$ cat src/rtl/mppt_po_pkg.sv
// Package for the perturb-and-observe MPPT core.
// Fixed field widths, register reset values, register indexes and the config struct.
// No dependencies.
`default_nettype none

package mppt_po_pkg;

    localparam int DUTY_W  = 9;
    localparam int STEP_W  = 4;
    localparam int POWER_W = 24;

    localparam logic [DUTY_W-1:0]  DUTY_MAX_RST  = 9'd320;
    localparam logic [STEP_W-1:0]  DUTY_STEP_RST = 4'd1;
    localparam logic [POWER_W-1:0] POWER_MAX     = 24'hFF_FFFF;

    // register index, taken from paddr[2]
    typedef enum logic {
        REG_DUTY_MAX  = 1'b0,
        REG_DUTY_STEP = 1'b1
    } t_reg_idx;

    typedef struct packed {
        logic [DUTY_W-1:0] duty_max;
        logic [STEP_W-1:0] duty_step;
    } t_cfg;

endpackage

`default_nettype wire

$ cat src/rtl/mppt_po_if.sv
// Stream interfaces for the MPPT core: sample pairs in, control-step results out.
// Depends on mppt_po_pkg for the result field widths.
`default_nettype none

interface mppt_po_in_if #(
    parameter int SAMPLE_BITS = 12
);
    logic                   valid;
    logic                   ready;
    logic [SAMPLE_BITS-1:0] voltage_sample;
    logic [SAMPLE_BITS-1:0] current_sample;

    modport source (output valid, output voltage_sample, output current_sample, input ready);
    modport sink   (input valid, input voltage_sample, input current_sample, output ready);
endinterface

interface mppt_po_out_if;
    logic                                valid;
    logic                                ready;
    logic [mppt_po_pkg::DUTY_W-1:0]      duty_value;
    logic [mppt_po_pkg::POWER_W-1:0]     power_value;
    logic                                going_up;

    modport source (output valid, output duty_value, output power_value, output going_up,
                    input ready);
    modport sink   (input valid, input duty_value, input power_value, input going_up,
                    output ready);
endinterface

`default_nettype wire

$ cat src/rtl/mppt_po_apb.sv
// APB-style register file for duty_max and duty_step.
// Depends on mppt_po_pkg (t_cfg, register indexes, reset values).
`default_nettype none

module mppt_po_apb (
    input  wire logic                i_clk,
    input  wire logic                i_rst_n,
    input  wire logic                psel,
    input  wire logic                penable,
    input  wire logic                pwrite,
    input  wire logic [2:0]          paddr,
    input  wire logic [31:0]         pwdata,
    output logic      [31:0]         prdata,
    output logic                     pready,
    output mppt_po_pkg::t_cfg        o_cfg
);
    import mppt_po_pkg::*;

    t_cfg     r_cfg;
    t_reg_idx w_idx;
    logic     w_wr;

    // word index only; byte offset bits do not select a register
    assign w_idx  = t_reg_idx'(paddr[2]);
    assign w_wr   = psel && penable && pwrite;
    assign pready = 1'b1;
    assign o_cfg  = r_cfg;

    // register writes
    always_ff @(posedge i_clk) begin
        if (!i_rst_n) begin
            r_cfg.duty_max  <= DUTY_MAX_RST;
            r_cfg.duty_step <= DUTY_STEP_RST;
        end else if (w_wr) begin
            case (w_idx)
                REG_DUTY_MAX:  r_cfg.duty_max  <= pwdata[DUTY_W-1:0];
                REG_DUTY_STEP: r_cfg.duty_step <= pwdata[STEP_W-1:0];
                default:       r_cfg           <= r_cfg;
            endcase
        end
    end

    // read mux
    always_comb begin
        prdata = 32'd0;
        case (w_idx)
            REG_DUTY_MAX:  prdata = {{(32-DUTY_W){1'b0}}, r_cfg.duty_max};
            REG_DUTY_STEP: prdata = {{(32-STEP_W){1'b0}}, r_cfg.duty_step};
            default:       prdata = 32'd0;
        endcase
    end

endmodule

`default_nettype wire

$ cat src/rtl/mppt_po_accum.sv
// Input stage: sums AVG_PAIRS sample pairs per channel and registers the two averages.
// Depends on mppt_po_in_if.
`default_nettype none

module mppt_po_accum #(
    parameter int AVG_PAIRS   = 8,
    parameter int SAMPLE_BITS = 12,
    parameter int SH          = $clog2(AVG_PAIRS + 1) - 1,
    parameter int AVG_W       = SAMPLE_BITS + $clog2(AVG_PAIRS) - SH
) (
    input  wire logic             i_clk,
    input  wire logic             i_rst_n,
    mppt_po_in_if.sink            i_smp,
    output logic                  o_avg_valid,
    input  wire logic             i_avg_ready,
    output logic [AVG_W-1:0]      o_v_avg,
    output logic [AVG_W-1:0]      o_c_avg
);
    localparam int CNT_W = $clog2(AVG_PAIRS);
    localparam int SUM_W = SAMPLE_BITS + CNT_W;
    localparam logic [CNT_W-1:0] LAST_CNT = CNT_W'(AVG_PAIRS - 1);

    logic [SUM_W-1:0] r_v_sum, n_v_sum;
    logic [SUM_W-1:0] r_c_sum, n_c_sum;
    logic [CNT_W-1:0] r_cnt;
    logic             r_avg_valid;
    logic [AVG_W-1:0] r_v_avg, r_c_avg;
    logic             w_acc;
    logic             w_last;

    // the average register can take a new group once it is empty or being drained
    assign i_smp.ready = !r_avg_valid || i_avg_ready;
    assign w_acc       = i_smp.valid && i_smp.ready;
    assign w_last      = (r_cnt == LAST_CNT);

    assign n_v_sum = r_v_sum + SUM_W'(i_smp.voltage_sample);
    assign n_c_sum = r_c_sum + SUM_W'(i_smp.current_sample);

    // running sums and pair counter
    always_ff @(posedge i_clk) begin
        if (!i_rst_n) begin
            r_v_sum <= '0;
            r_c_sum <= '0;
            r_cnt   <= '0;
        end else if (w_acc) begin
            if (w_last) begin
                r_v_sum <= '0;
                r_c_sum <= '0;
                r_cnt   <= '0;
            end else begin
                r_v_sum <= n_v_sum;
                r_c_sum <= n_c_sum;
                r_cnt   <= r_cnt + CNT_W'(1);
            end
        end
    end

    // average valid flag
    always_ff @(posedge i_clk) begin
        if (!i_rst_n) begin
            r_avg_valid <= 1'b0;
        end else if (w_acc && w_last) begin
            r_avg_valid <= 1'b1;
        end else if (i_avg_ready) begin
            r_avg_valid <= 1'b0;
        end
    end

    // averages: drop the low SH bits of the completed sums
    always_ff @(posedge i_clk) begin
        if (w_acc && w_last) begin
            r_v_avg <= n_v_sum[SUM_W-1:SH];
            r_c_avg <= n_c_sum[SUM_W-1:SH];
        end
    end

    assign o_avg_valid = r_avg_valid;
    assign o_v_avg     = r_v_avg;
    assign o_c_avg     = r_c_avg;

    // checks
    a_cnt_range: assert property (@(posedge i_clk) disable iff (!i_rst_n)
        r_cnt <= LAST_CNT)
        else $error("pair counter beyond group size");

    a_group_done: assert property (@(posedge i_clk) disable iff (!i_rst_n)
        (w_acc && w_last) |=> (r_avg_valid && r_cnt == '0 && r_v_sum == '0))
        else $error("group end did not post averages and clear sums");

    a_avg_hold: assert property (@(posedge i_clk) disable iff (!i_rst_n)
        (r_avg_valid && !i_avg_ready) |=> (r_avg_valid && $stable(r_v_avg)))
        else $error("pending averages lost while stalled");

endmodule

`default_nettype wire

$ cat src/rtl/mppt_po_step.sv
// Control step: power from the averages, direction update, duty step with floor and cap,
// and the result register. Depends on mppt_po_pkg and mppt_po_out_if.
`default_nettype none

module mppt_po_step #(
    parameter int AVG_W = 12
) (
    input  wire logic              i_clk,
    input  wire logic              i_rst_n,
    input  wire logic              i_avg_valid,
    output logic                   o_avg_ready,
    input  wire logic [AVG_W-1:0]  i_v_avg,
    input  wire logic [AVG_W-1:0]  i_c_avg,
    input  wire mppt_po_pkg::t_cfg i_cfg,
    mppt_po_out_if.source          o_res
);
    import mppt_po_pkg::*;

    localparam int PROD_W = 2 * AVG_W;

    logic [POWER_W-1:0] r_last_power;
    logic               r_dir;
    logic [DUTY_W-1:0]  r_duty_now;
    logic               r_out_valid;
    logic [DUTY_W-1:0]  r_duty_out;
    logic [POWER_W-1:0] r_power_out;
    logic               r_dir_out;

    logic [PROD_W-1:0]  w_prod;
    logic [POWER_W-1:0] w_power;
    logic               n_dir;
    logic [DUTY_W:0]    w_duty_pre;
    logic [DUTY_W-1:0]  n_duty;
    logic               w_adv;

    assign o_avg_ready = !r_out_valid || o_res.ready;
    assign w_adv       = i_avg_valid && o_avg_ready;

    // power, saturated to the result width
    assign w_prod = PROD_W'(i_v_avg) * PROD_W'(i_c_avg);

    generate
        if (PROD_W > POWER_W) begin : g_sat
            assign w_power = (|w_prod[PROD_W-1:POWER_W]) ? POWER_MAX : w_prod[POWER_W-1:0];
        end else begin : g_ext
            assign w_power = POWER_W'(w_prod);
        end
    endgenerate

    // direction flips only on a strict power drop
    assign n_dir = r_dir ^ (w_power < r_last_power);

    // duty step, floored at zero, then capped at duty_max
    always_comb begin
        if (n_dir) begin
            w_duty_pre = {1'b0, r_duty_now} + (DUTY_W + 1)'(i_cfg.duty_step);
        end else if (r_duty_now < DUTY_W'(i_cfg.duty_step)) begin
            w_duty_pre = '0;
        end else begin
            w_duty_pre = {1'b0, r_duty_now - DUTY_W'(i_cfg.duty_step)};
        end
        if (w_duty_pre > {1'b0, i_cfg.duty_max}) begin
            n_duty = i_cfg.duty_max;
        end else begin
            n_duty = w_duty_pre[DUTY_W-1:0];
        end
    end

    // tracker state
    always_ff @(posedge i_clk) begin
        if (!i_rst_n) begin
            r_last_power <= '0;
            r_dir        <= 1'b1;
            r_duty_now   <= '0;
        end else if (w_adv) begin
            r_last_power <= w_power;
            r_dir        <= n_dir;
            r_duty_now   <= n_duty;
        end
    end

    // result register
    always_ff @(posedge i_clk) begin
        if (!i_rst_n) begin
            r_out_valid <= 1'b0;
        end else if (w_adv) begin
            r_out_valid <= 1'b1;
        end else if (o_res.ready) begin
            r_out_valid <= 1'b0;
        end
    end

    always_ff @(posedge i_clk) begin
        if (w_adv) begin
            r_duty_out  <= n_duty;
            r_power_out <= w_power;
            r_dir_out   <= n_dir;
        end
    end

    assign o_res.valid       = r_out_valid;
    assign o_res.duty_value  = r_duty_out;
    assign o_res.power_value = r_power_out;
    assign o_res.going_up    = r_dir_out;

    // checks
    a_dir_rule: assert property (@(posedge i_clk) disable iff (!i_rst_n)
        w_adv |=> ((r_dir != $past(r_dir)) == ($past(w_power) < $past(r_last_power))))
        else $error("direction changed without a power drop, or missed one");

    a_duty_cap: assert property (@(posedge i_clk) disable iff (!i_rst_n)
        w_adv |=> (r_duty_now <= $past(i_cfg.duty_max)))
        else $error("duty above configured maximum");

    a_out_matches_state: assert property (@(posedge i_clk) disable iff (!i_rst_n)
        r_out_valid |-> (r_duty_out == r_duty_now && r_dir_out == r_dir
                         && r_power_out == r_last_power))
        else $error("pending result out of step with tracker state");

endmodule

`default_nettype wire

$ cat src/rtl/mppt_perturb_observe_core.sv
// Top level of the perturb-and-observe MPPT core.
// Depends on mppt_po_pkg, mppt_po_if, mppt_po_apb, mppt_po_accum, mppt_po_step.
//
//  channel  | dir | handshake          | payload
//  ---------+-----+--------------------+-----------------------------------------
//  i_smp    | in  | valid/ready        | voltage_sample, current_sample
//  o_res    | out | valid/ready        | duty_value, power_value, going_up
//  apb      | in  | psel/penable/pready| paddr, pwdata, pwrite -> prdata
//
// One sample pair is taken per cycle unless the input is stalled. The last pair of each
// AVG_PAIRS group posts the averages; the control step (one multiplier, compare, duty
// step) runs once the result register is free or being taken, and its result is registered.
// Reset is synchronous, active low; it clears sums, counter, direction (up), duty,
// last power and loads the register defaults. A held result stalls the input only
// when a further group completes before it is taken.
`default_nettype none

module mppt_perturb_observe_core #(
    parameter int AVG_PAIRS   = 8,
    parameter int SAMPLE_BITS = 12
) (
    input  wire logic         i_clk,
    input  wire logic         i_rst_n,
    mppt_po_in_if.sink        i_smp,
    mppt_po_out_if.source     o_res,
    input  wire logic         psel,
    input  wire logic         penable,
    input  wire logic         pwrite,
    input  wire logic [2:0]   paddr,
    input  wire logic [31:0]  pwdata,
    output logic      [31:0]  prdata,
    output logic              pready
);
    import mppt_po_pkg::*;

    localparam int SH    = $clog2(AVG_PAIRS + 1) - 1;
    localparam int AVG_W = SAMPLE_BITS + $clog2(AVG_PAIRS) - SH;

    t_cfg             w_cfg;
    logic             w_avg_valid;
    logic             w_avg_ready;
    logic [AVG_W-1:0] w_v_avg;
    logic [AVG_W-1:0] w_c_avg;

    // configuration registers
    mppt_po_apb u_apb (
        .i_clk   (i_clk),
        .i_rst_n (i_rst_n),
        .psel    (psel),
        .penable (penable),
        .pwrite  (pwrite),
        .paddr   (paddr),
        .pwdata  (pwdata),
        .prdata  (prdata),
        .pready  (pready),
        .o_cfg   (w_cfg)
    );

    // accumulate and average
    mppt_po_accum #(
        .AVG_PAIRS   (AVG_PAIRS),
        .SAMPLE_BITS (SAMPLE_BITS),
        .SH          (SH),
        .AVG_W       (AVG_W)
    ) u_accum (
        .i_clk       (i_clk),
        .i_rst_n     (i_rst_n),
        .i_smp       (i_smp),
        .o_avg_valid (w_avg_valid),
        .i_avg_ready (w_avg_ready),
        .o_v_avg     (w_v_avg),
        .o_c_avg     (w_c_avg)
    );

    // control step and result register
    mppt_po_step #(
        .AVG_W (AVG_W)
    ) u_step (
        .i_clk       (i_clk),
        .i_rst_n     (i_rst_n),
        .i_avg_valid (w_avg_valid),
        .o_avg_ready (w_avg_ready),
        .i_v_avg     (w_v_avg),
        .i_c_avg     (w_c_avg),
        .i_cfg       (w_cfg),
        .o_res       (o_res)
    );

endmodule

`default_nettype wire

$ cat src/flat_wrapper.sv
// flat-port wrapper written by rule: the top's interface ports become plain ports
module mppt_perturb_observe_core_flat import mppt_po_pkg::*;
#(
    parameter int AVG_PAIRS   = 8,
    parameter int SAMPLE_BITS = 12
)
  (i_clk, i_rst_n, psel, penable, pwrite, paddr, pwdata, prdata, pready, i_smp_valid, i_smp_voltage_sample, i_smp_current_sample, i_smp_ready, o_res_valid, o_res_duty_value, o_res_power_value, o_res_going_up, o_res_ready);
  mppt_po_in_if #(.SAMPLE_BITS(SAMPLE_BITS)) i_smp_i ();
  mppt_po_out_if o_res_i ();
  input  wire logic i_clk;
  input  wire logic i_rst_n;
  input  wire logic psel;
  input  wire logic penable;
  input  wire logic pwrite;
  input  wire logic [2:0] paddr;
  input  wire logic [31:0] pwdata;
  output logic      [31:0] prdata;
  output logic pready;
  input wire logic [$bits(i_smp_i.valid)-1:0] i_smp_valid;
  input wire logic [$bits(i_smp_i.voltage_sample)-1:0] i_smp_voltage_sample;
  input wire logic [$bits(i_smp_i.current_sample)-1:0] i_smp_current_sample;
  output wire logic [$bits(i_smp_i.ready)-1:0] i_smp_ready;
  output wire logic [$bits(o_res_i.valid)-1:0] o_res_valid;
  output wire logic [$bits(o_res_i.duty_value)-1:0] o_res_duty_value;
  output wire logic [$bits(o_res_i.power_value)-1:0] o_res_power_value;
  output wire logic [$bits(o_res_i.going_up)-1:0] o_res_going_up;
  input wire logic [$bits(o_res_i.ready)-1:0] o_res_ready;
  assign i_smp_i.valid = i_smp_valid;
  assign i_smp_i.voltage_sample = i_smp_voltage_sample;
  assign i_smp_i.current_sample = i_smp_current_sample;
  assign i_smp_ready = i_smp_i.ready;
  assign o_res_valid = o_res_i.valid;
  assign o_res_duty_value = o_res_i.duty_value;
  assign o_res_power_value = o_res_i.power_value;
  assign o_res_going_up = o_res_i.going_up;
  assign o_res_i.ready = o_res_ready;
  mppt_perturb_observe_core #(.AVG_PAIRS(AVG_PAIRS), .SAMPLE_BITS(SAMPLE_BITS)) u_core (.i_clk(i_clk), .i_rst_n(i_rst_n), .i_smp(i_smp_i), .o_res(o_res_i), .psel(psel), .penable(penable), .pwrite(pwrite), .paddr(paddr), .pwdata(pwdata), .prdata(prdata), .pready(pready));
endmodule
$ cat config.mk
export PLATFORM = sky130hd
export DESIGN_NAME = mppt_perturb_observe_core_flat
export DESIGN_NICKNAME = d
export VERILOG_FILES = /design/src/rtl/mppt_po_pkg.sv /design/src/rtl/mppt_po_if.sv /design/src/rtl/mppt_po_apb.sv /design/src/rtl/mppt_po_accum.sv /design/src/rtl/mppt_po_step.sv /design/src/rtl/mppt_perturb_observe_core.sv /design/src/flat_wrapper.sv
export SDC_FILE = /design/constraint.sdc
export NUM_CORES = 1
export LEC_CHECK = 0
export BUFFER_PORTS_ARGS = -buffer_cell sky130_fd_sc_hd__buf_2
export CAP_MARGIN = 20
export CORE_MARGIN = 3
export CORE_UTILIZATION = 59
export DETAILED_ROUTE_END_ITERATION = 10
export GPL_TIMING_DRIVEN = 1
export PLACE_DENSITY = 0.86
export SLEW_MARGIN = 0
export SYNTH_ARGS = -nofsm -noshare
export SYNTH_HDL_FRONTEND = slang
export SYNTH_SLANG_ARGS = --single-unit
$ cat constraint.sdc
create_clock -name i_clk -period 10.4 [get_ports i_clk]
set_input_delay 1.04 -clock i_clk [delete_from_list [all_inputs] [get_ports i_clk]]
set_output_delay 1.04 -clock i_clk [all_outputs]
set_load 0.01 [all_outputs]
==> results <==
- For this run the aggregate overflow at the end of global routing stands at 0.
- The detailed placer's ending HPWL is 20.78 mm.
- Counting the fill cells in the layout gives 1544.
- The post-placement cell area is approximately 0.013 mm².
- Along the worst path, the maximum fanout reaches 10.
- Of the cells placed in the final design, the portion with a size suffix greater than 1 is 0.1275.
- Entering global routing, the biggest net connects 62 pins.
- Of the total synthesized cell area, the portion taken by AND, OR, NAND and NOR gates is 0.1678.
- The complex-gate fraction of the synthesized area is 0.1223.
- The final max-slew violation count was 0.
- Setup violations remaining at the end of the flow were counted as 0.
- The count of TritonRoute iterations in the first routing pass is 5.
- The analysis attributes to cell leakage a power of ~6.5 nW.
- In this run the deepest clock path goes through 2 buffers.
- The number of nets in the layout is between 1500 and 2000.
- In the routed layout, each cell is associated on average with a via count of about 5.7.
- The area of the core is 0.02036 mm².
- The critical path's top delay family is adder cells.
- The number of register bits inferred by synthesis is between 100 and 150.
- The overall power consumption is 1.370 mW.
- The clock sink count is 140.
- The die height is 150.2 µm.
- The multiplexer share of the synthesized area is 0.01346.
- The DRC violation count after routing is 0.
- The H-tree was split into 4 levels.
- Of the total synthesized cell area, the portion taken by XOR and XNOR cells is 0.02997.
- From left edge to right edge, the die measures approximately 150 µm.
- After synthesis, the share of flip-flops with an asynchronous set or reset is 0.
- The number of buffer and inverter stages on the critical path is 7.
- The worst voltage drop across the vdd grid is roughly 0.11 mV.
- The peak per-stage delay on the critical path is approximately 0.53 ns.
- Yosys mapped the design onto 64 distinct sky130hd cell types.
- The via count of the first global-routing pass came to around 9800.
- The count of placed standard cells in the final layout, fillers left out is between 1500 and 2000.
- The post-layout utilization of the core is 0.6687.
- The most used flip-flop cell after synthesis is dfxtp_1.
- After synthesis, the largest family of logic cells by area is adder cells.
- For this run, the total global-route usage over all layers was measured as 0.2540.
- Derived from the worst setup path, the maximum achievable clock frequency is approximately 0.10 GHz.
- During synthesis, Yosys emitted a total of 0 warnings.
- The congestion estimate from routability-driven global placement came to 0.9030.
- The remaining antenna violation count is 0.
- The repair_antennas step left the layout with diodes totalling 0.
- Max-cap violations in this run came to 0.
- The number of antenna violations at the first check in global routing was 0.
- Between clock sinks in the finished design, the worst skew comes to between 0.01 and 0.015 ns.
- The least setup slack across all paths after layout is about 0.37 ns.
- For this design the top-level I/O count stands at 135.
- Of the total synthesized cell area, the portion taken by full adders, half adders and majority gates is 0.3001.
- The category of the critical setup timing path is register to register.
- OpenSTA, run right after detailed placement, puts the worst setup slack at approximately 0.27 ns.
- Relative to the synthesized area, the layout overhead comes to 10.95%.
- At the worst endpoint, the arrival time is around 10 ns.
- The min-delay analysis places its worst path in the category register to register.
- The post-CTS clock slew at the launch and capture registers of the worst setup and hold paths is ~0.070 ns.
- Of the synthesized area, sequential elements account for 0.2757.
- The standard-cell row count is 52.
- The first global-routing pass estimated 45.91 mm of wire.
- In this run, CTS created clock tree buffers numbering 17.
- The mean routed wirelength per cell is 16.18 µm.
- Subtracting the final worst setup slack from the clock period gives between 10 and 15 ns.
- After detailed routing, the total wire length is 27.84 mm.
- Setup total negative slack on the finished layout was measured at 0 ns.
- The clock latency on the worst-skew pair is around 0.43 ns.
- In the layout the commonest cells are inv_1 (181), nand2_1 (160), ha_1 (128).
- The worst slew margin relative to its limit is 0.4169.
- The floorplan step defined a die boundary enclosing about 0.023 mm².
- The initial utilization of the core area, before any placement, comes to 0.6027.
- The count of flip-flops with a built-in enable after synthesis is 58.
- TritonCTS built the clock tree.
- The power density over cell area is just over 100 mW/mm².
- The count of buffers inserted at the top-level ports is 85.
- The count of endpoints failing hold in the final timing report was 0.
- The required arrival time at the worst endpoint is roughly 11 ns.
- The slew at the pin closest to its max-slew limit is roughly 0.87 ns.
- The clock root buffer master is clkbuf_16.
- The number of placed instances, taps included, is roughly 1700.
- Each instance of the synthesized netlist takes up on average approximately 9.1 µm².
- The number of DRC markers in iteration 0 is a little under 600.
- The gate count of the mapped netlist is ~1400.
- The run finished with clean final reports.
- The worst setup path is captured at a register.
- Detailed routing inserted a total of 9804 vias.
- The minimum hold slack is between 0.4 and 0.5 ns.
- The most frequent standard cell in the layout excluding fill and tap cells is inv_1.
- In the finished design, the share of the clock period the worst path needs comes to 0.9645.
- Once layout is done, the placed cells without fillers occupy approximately 0.014 mm².
- The slowest cell on the critical path is edfxtp_1.
- The mapped cell area is approximately 0.012 mm².
- The type of origin of the critical path is a register.
[sequential cells by signal, summed over array words and instances, names as in the netlist]
signal and flops:
u_core.u_step.o_res.duty_value 9, u_core.u_accum.o_avg_valid 1, u_core.u_accum.r_v_sum 15, u_core.u_accum.r_c_sum 15, u_core.u_step.o_res.power_value 24, u_core.u_step.r_last_power 24
u_core.u_accum.o_c_avg 12, u_core.u_apb.o_cfg 13, u_core.u_accum.r_cnt 3, u_core.u_accum.o_v_avg 12, u_core.u_step.o_res.going_up 1, u_core.u_step.o_res.valid 1
u_core.u_step.r_dir 1, u_core.u_step.r_duty_now 9
[path summary, 6_finish.rpt]
| path | from | to | slack (ns) | cells after the start |
|---|---|---|---|---|
| worst max register to register | u_core.u_accum.o_v_avg[4] | u_core.u_step.o_res.duty_value[8] | 0.37 | 39 |
| worst min register to register | u_core.u_step.r_last_power[9] | u_core.u_step.r_last_power[9] | 0.46 | 2 |
| worst max-delay path | u_core.u_accum.o_v_avg[4] | u_core.u_step.o_res.duty_value[8] | 0.37 | 39 |
| worst min-delay path | u_core.u_step.r_last_power[9] | u_core.u_step.r_last_power[9] | 0.46 | 2 |
[timing repair]
| item | 4_1_cts | 5_1_grt |
|---|---|---|
| hold buffers | 0 | 0 |
| buffers inserted | 0 | 15 |
| setup endpoints to repair | 0 | 18 |
| resized for setup | 0 | 7 |
[routing by layer]
| layer | global-route usage | part of all wire | wire length [µm] | vias up |
|---|---|---|---|---|
| met3 | 0.04124 | 0.057 | 1597 | 78 |
| li1 | - | - | - | 4631 |
| met1 | 0.3131 | 0.41 | 11470 | 4752 |
| met4 | 0.1116 | 0.032 | 890 | 0 |
| met5 | 0 | 0 | 0 | - |
| met2 | 0.4406 | 0.50 | 13880 | 343 |
[cells in the mapped netlist (3+ instances only)]
cell / instances / area share
mux2_2: 8 / 0.0073
a41o_1: 4 / 0.0033
o21bai_1: 6 / 0.0037
xnor2_1: 29 / 0.021
edfxtp_1: 58 / 0.14
nand2b_1: 14 / 0.0071
clkbuf_1: 50 / 0.015
a31oi_1: 9 / 0.0046
nor3_1: 23 / 0.0094
fa_1: 104 / 0.17
o21ai_0: 29 / 0.012
and3_1: 18 / 0.0092
nand2_1: 160 / 0.049
nor2_1: 80 / 0.024
a221o_1: 3 / 0.0024
or2_2: 4 / 0.0020
and2_1: 67 / 0.034
nor4_1: 5 / 0.0025
a21o_1: 23 / 0.014
o211ai_1: 7 / 0.0043
a21oi_1: 85 / 0.035
buf_4: 26 / 0.016
nand3b_1: 5 / 0.0031
dfxtp_1: 82 / 0.13
a31o_2: 3 / 0.0021
mux2i_1: 6 / 0.0049
a311o_1: 3 / 0.0024
ha_1: 128 / 0.13
nor2b_1: 11 / 0.0056
a211o_1: 5 / 0.0036
nand3_1: 13 / 0.0053
inv_1: 183 / 0.056
nand4_1: 10 / 0.0051
a211oi_1: 5 / 0.0031
or3_1: 11 / 0.0056
xor2_1: 13 / 0.0093
o21a_1: 7 / 0.0043
a22oi_1: 20 / 0.012
[where the power goes]
part	internal [mW]	total [mW]	switching, mW
registers	0.590	0.600	0.00987
clock network	0.337	0.598	0.261
logic	0.0709	0.172	0.101
[cell type report]
type,count,area [µm²],area share
clock inverters,15,151.4,0.01112
multi-input cells,970,7889,0.5793
repair buffers,125,738.2,0.05421
flip-flops and latches,140,3383,0.2485
clock buffers,17,425.4,0.03124
well taps,270,337.8,0.02481
inverters,184,691.9,0.05081
[tightest hold or removal path, stage by stage, from the launching register on]
cell and delay, ns:
dfxtp_1 0.31, nand2_1 0.05, a21oi_1 0.05
[logic make-up after synthesis]
kind of cell    after synthesis
compound gates              228
xor+xnor                     42
fa+ha+maj                   232
buf+inv                     264
flops                       140
mux                          15
other cells                   2
simple gates                429
(Power assumes the default switching activity.)
